**src/hw/rtl/smac_pkg.sv**
```systemverilog
// Package for the stack machine ALU core.
// Command codes, fault codes and the operand word type; no dependencies.
`default_nettype none
package smac_pkg;

    typedef logic [31:0] t_word;
    typedef logic [4:0]  t_cmd;
    typedef logic [2:0]  t_fault;

    localparam t_cmd CMD_PUSH_CONST = 5'd0;
    localparam t_cmd CMD_DISCARD    = 5'd1;
    localparam t_cmd CMD_ADD        = 5'd2;
    localparam t_cmd CMD_SUB        = 5'd3;
    localparam t_cmd CMD_MUL        = 5'd4;
    localparam t_cmd CMD_DIV        = 5'd5;
    localparam t_cmd CMD_LT         = 5'd6;
    localparam t_cmd CMD_LE         = 5'd7;
    localparam t_cmd CMD_EQ         = 5'd8;
    localparam t_cmd CMD_NE         = 5'd9;
    localparam t_cmd CMD_GT         = 5'd10;
    localparam t_cmd CMD_GE         = 5'd11;
    localparam t_cmd CMD_LAND       = 5'd12;
    localparam t_cmd CMD_LOR        = 5'd13;
    localparam t_cmd CMD_LXOR       = 5'd14;
    localparam t_cmd CMD_LNOT       = 5'd15;
    localparam t_cmd CMD_BAND       = 5'd16;
    localparam t_cmd CMD_BOR        = 5'd17;
    localparam t_cmd CMD_BXOR       = 5'd18;
    localparam t_cmd CMD_BNOT       = 5'd19;
    localparam t_cmd CMD_PUSH_LOCAL = 5'd20;
    localparam t_cmd CMD_POP_LOCAL  = 5'd21;
    localparam t_cmd CMD_JUMP       = 5'd22;
    localparam t_cmd CMD_JUMP_ZERO  = 5'd23;

    localparam t_fault FLT_NONE      = 3'd0;
    localparam t_fault FLT_POP_EMPTY = 3'd1;
    localparam t_fault FLT_PUSH_FULL = 3'd2;
    localparam t_fault FLT_DIV_ZERO  = 3'd3;
    localparam t_fault FLT_BAD_LOCAL = 3'd4;

endpackage
`default_nettype wire

```
**src/hw/rtl/stack_machine_alu_core.sv**
```systemverilog
// Stack machine ALU core: executes one fetched instruction per transfer.
// Depends on smac_pkg (command and fault codes).
//
//  channel | valid        | stall        | payload
//  --------+--------------+--------------+---------------------------------------------
//  input   | i_in_valid   | o_in_stall   | i_command, i_operand
//  output  | o_out_valid  | i_out_stall  | o_top_value, o_stack_count, o_branch_taken,
//          |              |              | o_branch_target, o_fault
//
// Each instruction has an accept step, reading the stack memory (entry below
// the top) and the local memory, then an execute and write-back step.
// Divide with a nonzero divisor runs a radix-2 restoring loop (ST_DIVIDE),
// then commits (ST_COMMIT). The synchronous-read memory port is why operands
// are read at accept. Reset (synchronous, active low) empties the stack and
// zeroes locals through per-entry valid bits; no clearing pass. A stalled
// output holds the commit; input is stalled whenever an instruction is in work.
`default_nettype none
module stack_machine_alu_core #(
    parameter int STACK_DEPTH = 64,
    parameter int LOCAL_COUNT = 16
) (
    input  wire                      i_clk,
    input  wire                      i_rst_n,
    input  wire                      i_in_valid,
    output logic                     o_in_stall,
    input  wire  smac_pkg::t_cmd     i_command,
    input  wire  smac_pkg::t_word    i_operand,
    output logic                     o_out_valid,
    input  wire                      i_out_stall,
    output logic signed [31:0]       o_top_value,
    output logic [6:0]               o_stack_count,
    output logic                     o_branch_taken,
    output smac_pkg::t_word          o_branch_target,
    output smac_pkg::t_fault         o_fault
);
    import smac_pkg::*;

    localparam int AW  = $clog2(STACK_DEPTH);
    localparam int PW  = $clog2(STACK_DEPTH + 1);
    localparam int LIW = (LOCAL_COUNT > 1) ? $clog2(LOCAL_COUNT) : 1;

    typedef enum logic [1:0] {ST_IDLE, ST_EXEC, ST_DIVIDE, ST_COMMIT} t_state;

    t_state          r_state;
    t_cmd            r_cmd;
    t_word           r_opw;
    logic [PW-1:0]   r_sp;
    t_word           r_tos;

    // memories
    t_word           r_stack [STACK_DEPTH];
    t_word           r_srd;
    t_word           r_lmem [LOCAL_COUNT];
    logic [LOCAL_COUNT-1:0] r_lvalid;
    t_word           r_lrd;
    logic            r_lok;

    // divider
    t_word           r_rem;
    t_word           r_quo;
    t_word           r_dvs;
    logic            r_neg;
    logic [4:0]      r_dcnt;

    // output register
    logic            r_ovalid;
    t_word           r_otop;
    logic [PW-1:0]   r_ocnt;
    logic            r_otaken;
    t_word           r_otarget;
    t_fault          r_ofault;

    logic            accept;
    logic            out_free;
    logic [PW-1:0]   sp_m2;
    logic [LIW-1:0]  lidx;
    logic            idx_ok;
    t_word           a_val;
    t_word           b_val;
    t_word           alu_v;
    t_word           v;
    t_word           loc_val;
    logic            div_go;
    logic            commit;
    logic [32:0]     div_trial;
    logic [32:0]     div_sub;

    logic [PW-1:0]   n_sp;
    t_word           n_tos;
    logic            s_we;
    logic [PW-1:0]   s_wa;
    t_word           s_wd;
    logic            l_we;
    t_fault          n_fault;
    logic            n_taken;
    logic [PW+6:0]   cnt_ext;

    assign accept   = (r_state == ST_IDLE) && i_in_valid;
    assign out_free = !r_ovalid || !i_out_stall;
    assign sp_m2    = r_sp - PW'(2);
    assign lidx     = (r_state == ST_IDLE) ? i_operand[LIW-1:0] : r_opw[LIW-1:0];
    assign idx_ok   = r_opw < 32'(LOCAL_COUNT);

    assign b_val   = (r_sp != '0) ? r_tos : '0;
    assign a_val   = (r_sp >= PW'(2)) ? r_srd : '0;
    assign loc_val = r_lok ? r_lrd : '0;
    assign div_go  = (r_cmd == CMD_DIV) && (b_val != '0);

    always_comb begin
        case (r_cmd)
            CMD_ADD:  alu_v = a_val + b_val;
            CMD_SUB:  alu_v = a_val - b_val;
            CMD_MUL:  alu_v = a_val * b_val;
            CMD_LT:   alu_v = 32'($signed(a_val) <  $signed(b_val));
            CMD_LE:   alu_v = 32'($signed(a_val) <= $signed(b_val));
            CMD_EQ:   alu_v = 32'(a_val == b_val);
            CMD_NE:   alu_v = 32'(a_val != b_val);
            CMD_GT:   alu_v = 32'($signed(a_val) >  $signed(b_val));
            CMD_GE:   alu_v = 32'($signed(a_val) >= $signed(b_val));
            CMD_LAND: alu_v = 32'((a_val != '0) && (b_val != '0));
            CMD_LOR:  alu_v = 32'((a_val != '0) || (b_val != '0));
            CMD_LXOR: alu_v = 32'((a_val == '0) != (b_val == '0));
            CMD_LNOT: alu_v = 32'(b_val == '0);
            CMD_BAND: alu_v = a_val & b_val;
            CMD_BOR:  alu_v = a_val | b_val;
            CMD_BXOR: alu_v = a_val ^ b_val;
            CMD_BNOT: alu_v = ~b_val;
            default:  alu_v = '0;
        endcase
    end

    // divide result is taken in ST_COMMIT; a zero divisor pushes zero
    assign v = (r_state == ST_COMMIT) ? (r_neg ? (32'd0 - r_quo) : r_quo) : alu_v;

    assign commit = out_free &&
                    (((r_state == ST_EXEC) && !div_go) || (r_state == ST_COMMIT));

    // write-back decode: stack pointer, top cache, memory writes, fault
    always_comb begin
        n_sp    = r_sp;
        n_tos   = r_tos;
        s_we    = 1'b0;
        s_wa    = r_sp;
        s_wd    = v;
        l_we    = 1'b0;
        n_fault = FLT_NONE;
        n_taken = 1'b0;
        unique case (r_cmd) inside
            CMD_ADD, CMD_SUB, CMD_MUL, CMD_DIV, CMD_LT, CMD_LE, CMD_EQ, CMD_NE,
            CMD_GT, CMD_GE, CMD_LAND, CMD_LOR, CMD_LXOR, CMD_BAND, CMD_BOR,
            CMD_BXOR: begin
                if (r_sp < PW'(2)) begin
                    n_fault = FLT_POP_EMPTY;
                    s_wa    = '0;
                end else begin
                    s_wa    = sp_m2;
                end
                if ((r_cmd == CMD_DIV) && (b_val == '0) && (n_fault == FLT_NONE)) begin
                    n_fault = FLT_DIV_ZERO;
                end
                s_we  = 1'b1;
                n_sp  = s_wa + PW'(1);
                n_tos = v;
            end
            CMD_LNOT, CMD_BNOT: begin
                if (r_sp == '0) begin
                    n_fault = FLT_POP_EMPTY;
                    s_wa    = '0;
                end else begin
                    s_wa    = r_sp - PW'(1);
                end
                s_we  = 1'b1;
                n_sp  = s_wa + PW'(1);
                n_tos = v;
            end
            CMD_PUSH_CONST, CMD_PUSH_LOCAL: begin
                s_wd = (r_cmd == CMD_PUSH_CONST) ? r_opw : loc_val;
                if ((r_cmd == CMD_PUSH_LOCAL) && !idx_ok) begin
                    n_fault = FLT_BAD_LOCAL;
                end else if (r_sp >= PW'(STACK_DEPTH)) begin
                    n_fault = FLT_PUSH_FULL;
                end else begin
                    s_we  = 1'b1;
                    n_sp  = r_sp + PW'(1);
                    n_tos = s_wd;
                end
            end
            CMD_DISCARD, CMD_POP_LOCAL, CMD_JUMP_ZERO: begin
                if (r_sp == '0) begin
                    n_fault = FLT_POP_EMPTY;
                end else begin
                    n_sp  = r_sp - PW'(1);
                    n_tos = a_val;
                end
                if (r_cmd == CMD_POP_LOCAL) begin
                    if (idx_ok) begin
                        l_we = 1'b1;
                    end else if (n_fault == FLT_NONE) begin
                        n_fault = FLT_BAD_LOCAL;
                    end
                end
                n_taken = (r_cmd == CMD_JUMP_ZERO) && (b_val == '0);
            end
            CMD_JUMP: begin
                n_taken = 1'b1;
            end
            default: begin
            end
        endcase
    end

    // stack memory: read entry below top on accept, write on commit
    always_ff @(posedge i_clk) begin
        if (accept) begin
            r_srd <= r_stack[sp_m2[AW-1:0]];
        end
        if (commit && s_we) begin
            r_stack[s_wa[AW-1:0]] <= s_wd;
        end
    end

    // local memory: zero until written, tracked by valid bits
    always_ff @(posedge i_clk) begin
        if (accept) begin
            r_lrd <= r_lmem[lidx];
        end
        if (commit && l_we) begin
            r_lmem[lidx] <= b_val;
        end
    end

    assign div_trial = {r_rem, r_quo[31]};
    assign div_sub   = div_trial - {1'b0, r_dvs};

    always_ff @(posedge i_clk) begin
        if (!i_rst_n) begin
            r_state  <= ST_IDLE;
            r_sp     <= '0;
            r_tos    <= '0;
            r_lvalid <= '0;
            r_ovalid <= 1'b0;
        end else begin
            unique case (r_state)
                ST_IDLE: begin
                    if (accept) begin
                        r_cmd   <= i_command;
                        r_opw   <= i_operand;
                        r_lok   <= r_lvalid[lidx];
                        r_state <= ST_EXEC;
                    end
                end
                ST_EXEC: begin
                    if (div_go) begin
                        r_rem   <= '0;
                        r_quo   <= a_val[31] ? (32'd0 - a_val) : a_val;
                        r_dvs   <= b_val[31] ? (32'd0 - b_val) : b_val;
                        r_neg   <= a_val[31] ^ b_val[31];
                        r_dcnt  <= '0;
                        r_state <= ST_DIVIDE;
                    end else if (commit) begin
                        r_state <= ST_IDLE;
                    end
                end
                ST_DIVIDE: begin
                    // one quotient bit per cycle, dividend shifts out of r_quo
                    if (!div_sub[32]) begin
                        r_rem <= div_sub[31:0];
                        r_quo <= {r_quo[30:0], 1'b1};
                    end else begin
                        r_rem <= div_trial[31:0];
                        r_quo <= {r_quo[30:0], 1'b0};
                    end
                    r_dcnt <= r_dcnt + 5'd1;
                    if (r_dcnt == 5'd31) begin
                        r_state <= ST_COMMIT;
                    end
                end
                ST_COMMIT: begin
                    if (commit) begin
                        r_state <= ST_IDLE;
                    end
                end
                default: begin
                    r_state <= ST_IDLE;
                end
            endcase
            if (commit) begin
                r_sp      <= n_sp;
                r_tos     <= n_tos;
                if (l_we) begin
                    r_lvalid[lidx] <= 1'b1;
                end
                r_ovalid  <= 1'b1;
                r_otop    <= (n_sp != '0) ? n_tos : '0;
                r_ocnt    <= n_sp;
                r_otaken  <= n_taken;
                r_otarget <= n_taken ? r_opw : '0;
                r_ofault  <= n_fault;
            end else if (!i_out_stall) begin
                r_ovalid  <= 1'b0;
            end
        end
    end

    assign cnt_ext         = {7'd0, r_ocnt};
    assign o_in_stall      = (r_state != ST_IDLE);
    assign o_out_valid     = r_ovalid;
    assign o_top_value     = $signed(r_otop);
    assign o_stack_count   = cnt_ext[6:0];
    assign o_branch_taken  = r_otaken;
    assign o_branch_target = r_otarget;
    assign o_fault         = r_ofault;

endmodule
`default_nettype wire
```
**config.mk**
```make
export PLATFORM = sky130hd
export DESIGN_NAME = stack_machine_alu_core
export DESIGN_NICKNAME = d
export VERILOG_FILES = /design/src/hw/rtl/smac_pkg.sv /design/src/hw/rtl/stack_machine_alu_core.sv
export SDC_FILE = /design/constraint.sdc
export NUM_CORES = 2
export LEC_CHECK = 0
export ABC_CLOCK_PERIOD_IN_PS = 14800
export BUFFER_PORTS_ARGS = -buffer_cell sky130_fd_sc_hd__buf_4
export CORE_AREA = 2 2 590 592
export CTS_BUF_LIST = sky130_fd_sc_hd__clkbuf_4
export DETAILED_ROUTE_END_ITERATION = 10
export DIE_AREA = 0 0 592 594
export PLACE_DENSITY = 0.54
export SLEW_MARGIN = 20
export SYNTH_ARGS = -nofsm -noshare
export SYNTH_HDL_FRONTEND = slang
export SYNTH_SLANG_ARGS = --single-unit
```
**constraint.sdc**
```tcl
create_clock -name i_clk -period 14.8 [get_ports i_clk]
set_input_delay 3.7 -clock i_clk [delete_from_list [all_inputs] [get_ports i_clk]]
set_output_delay 3.7 -clock i_clk [all_outputs]
set_load 0.02 [all_outputs]
```
==> impl_metrics.py <==
metrics = {
    "status": {
        "run_status": "completed",
    },
    "synth": {
        "synthDominantCellAreaShare_pct": 62.0,
        "syn_area_per_cell_um2": 16.4,
        "synth_area_um2": 137000,
        "synth_top_area_cell": "edfxtp_1",
        "synth-edff-count": 2839,
        "synth_seq_area_share_pct": 62.9,
        "yosys.cell_types.count": 95,
        "ys_dominant_reg_cell": "edfxtp_1",
        "async_flop_share_pct": 0,
        "synth_seq_cells": 2897,
        "syn-num-nets": 9119,
        "yosys_warnings": 0,
        "syn_inst": 8400,
        "synth_area_leaders": "edfxtp_1 (62%), mux4_2 (13%), fa_1 (6.0%), ha_1 (2.4%), and2_1 (1.6%)",
    },
    "worst_setup_path": {
        "path_class": "reg2reg",
        "cp_slowest_cell": "dfxtp_4",
        "cp.required_ps": 16070,
        "cp-start-kind": "flop",
        "cpMostUsedCell": "fa_1",
        "arrival_ps": 13620,
        "r2r_setup_slack_ps": 2450,
        "cp-end-kind": "flop",
        "worstPathMaxFanout": 40,
        "cp_slowest_stage_delay_ps": 740,
    },
    "finish": {
        "seqCellArea_um2": 86400,
        "stdcell_area_um2": 155000,
        "multiInputGateArea_um2": 48300,
        "final_common_cell": "edfxtp_1",
        "final_cells": 14200,
        "drive_gt1_share_pct": 27.2,
        "nFillCells": 30500,
        "final_cell_mix": "edfxtp_1 (2839), clkbuf_4 (1088), mux4_2 (804)",
        "area_growth_syn_to_layout_pct": 13.0,
        "fin_nets": 9806,
    },
    "route": {
        "ant_nets": 0,
        "wire_per_inst_um": 32.6,
        "drt-pass1-iter-count": 6,
        "drcViolationCount": 0,
        "drt_wl_total_um": 464000,
        "dr_total_vias": 83400,
        "drtIter0Drc": 9618,
        "vias_per_cell": 5.86,
    },
    "cts": {
        "ctsResizeCount": 0,
        "clock-root-buffer": "clkbuf_4",
        "post_cts_buffers": 0,
        "cts_hold_buf": 0,
        "cts.path.max_buffers": 4,
        "clkLatencyLatePin_ps": 1660,
        "clock_sinks": 2897,
        "htreeDepth": 6,
        "cts_buffers": 752,
        "cts_tree": "built",
        "cts.clk_slew.worst_paths_ps": 60,
    },
    "die": {
        "die_h_um": 594,
        "core_um2": 345000,
        "die_x_um": 592,
        "start_util_pct": 39.8,
        "pin_count": 118,
        "floorplan.rows": 216,
        "dieArea_um2": 352000,
    },
    "sta": {
        "worstMarginPinSlew_ps": 1180,
        "finClkSkew_ps": 256,
        "min_period_ps": 12350,
        "setup_viol": 0,
        "rsz0062_at_grt": "false",
        "slew_viol_final": 0,
        "hold_viol_final": 0,
        "relSlewSlack_pct": 20.5,
        "fin_setup_tns_ps": 0,
        "fmax_mhz": 81.0,
        "holdWs_ps": 468,
        "fin_crit_sh_pct": 83.4,
    },
    "global_routing": {
        "grt_antenna_before_repair": 49,
        "grt_pass1_vias": 83800,
        "grt_usage_pct": 26.1,
        "grt_overflow": 0,
        "grt_max_degree": 100,
        "grt_pass1_wl_um": 645000,
    },
    "hold_path": {
        "hold_path.class": "reg2reg",
    },
    "power_and_ir_drop": {
        "total_power_mw": 19.9,
        "peakVddDrop_uv": 75.3,
        "p_leak_nw": 54.1,
        "p_per_area_nw_per_um2": 128,
    },
    "placement": {
        "post-dp-hpwl_um": 295000,
        "gp_congestion": 1.03,
        "dpl_cell_area_um2": 146000,
        "dp.cells": 12900,
        "io_buffers": 117,
    },
    "run": {
        "maxCapViolCount": 0,
    },
}
## sequential cells by signal, summed over array words and instances, names as in the netlist, 3 cells and up
| name | count |
|---|---|
| r_lvalid | 16 |
| r_quo | 32 |
| r_lmem | 512 |
| r_lrd | 32 |
| r_rem | 32 |
| r_dcnt | 5 |
| o_stack_count | 7 |
| r_stack | 2048 |
| r_dvs | 32 |
| r_tos | 32 |
| r_sp | 7 |
| o_top_value | 32 |
| o_branch_target | 32 |
| r_srd | 32 |
| o_fault | 3 |
| r_cmd | 5 |
| r_opw | 32 |
## power breakdown
| part | leakage (nW) | switching, mW | internal [mW] | total [mW] |
|---|---|---|---|---|
| clock network | 5.58 | 3.34 | 3.51 | 6.85 |
| registers | 27.0 | 0.114 | 9.16 | 9.27 |
| logic | 21.5 | 2.55 | 1.27 | 3.82 |
## synth_stat cells, drive strengths merged (23+ instances only)
library cell,count
a211oi,64
a21o,40
a21oi,213
a221oi,45
a22oi,25
a31oi,79
and2,353
and3,59
buf,102
clkbuf,396
dfxtp,58
edfxtp,2839
fa,411
ha,267
inv,537
mux2i,54
mux4,804
nand2,586
nand2b,29
nand3,68
nor2,392
nor2b,27
nor3,72
nor4,28
o21a,44
o21ai,217
o22ai,23
o31ai,45
xnor2,132
xor2,105
## worst max-delay path, delay by kind of cell, from the launching register on
kind / cells / cell delay [ps]
DFF: 1 / 740
adders and majority gates: 11 / 5300
AOI/OAI and AO/OA: 8 / 2740
and+or+nand+nor: 3 / 680
muxes: 1 / 640
buffers and inverters: 6 / 1850
## per-layer routing
metal | vias up | GRT usage (%) | routed length [um]
met5 | - | 0 | 172
met4 | 28 | 10.9 | 20800
met3 | 800 | 5.81 | 41300
met2 | 4153 | 39.3 | 208000
met1 | 44400 | 36.7 | 194000
li1 | 34100 | - | -
## path summary, 6_finish.rpt
kind / start / end / cells after the start
max: r_sp[1] / o_top_value[23] / 29
min: r_lvalid[14] / r_lvalid[14] / 1
max reg2reg: r_sp[1] / o_top_value[23] / 29
min reg2reg: r_lvalid[14] / r_lvalid[14] / 1
## layout make-up
class | count | share of cell area, %
diodes | 48 | 0.0773
clock buffers | 1088 | 5.26
clock inverters | 196 | 0.774
inverters | 538 | 1.30
multi-input cells | 4467 | 31.1
flip-flops and latches | 2897 | 55.6
well taps | 4578 | 3.69
repair buffers | 431 | 2.15
## per-stage QoR
stage	worst slack, ps	utilization (%)
finish	2450	45.0
global route	2190	45.0
CTS	2580	45.0
detailed placement	2720	42.2
global placement	2920	42.2
floorplan	2830	-
## cells by family after synthesis
family | after synthesis | synth area share (%)
compound gates | 984 | 4.79
xor+xnor | 237 | 1.52
fa+ha+maj | 678 | 8.42
buf+inv | 1036 | 2.86
flops | 2897 | 62.9
mux | 863 | 13.6
simple gates | 1705 | 5.94
Note: power is estimated with default switching activity, not from simulation.
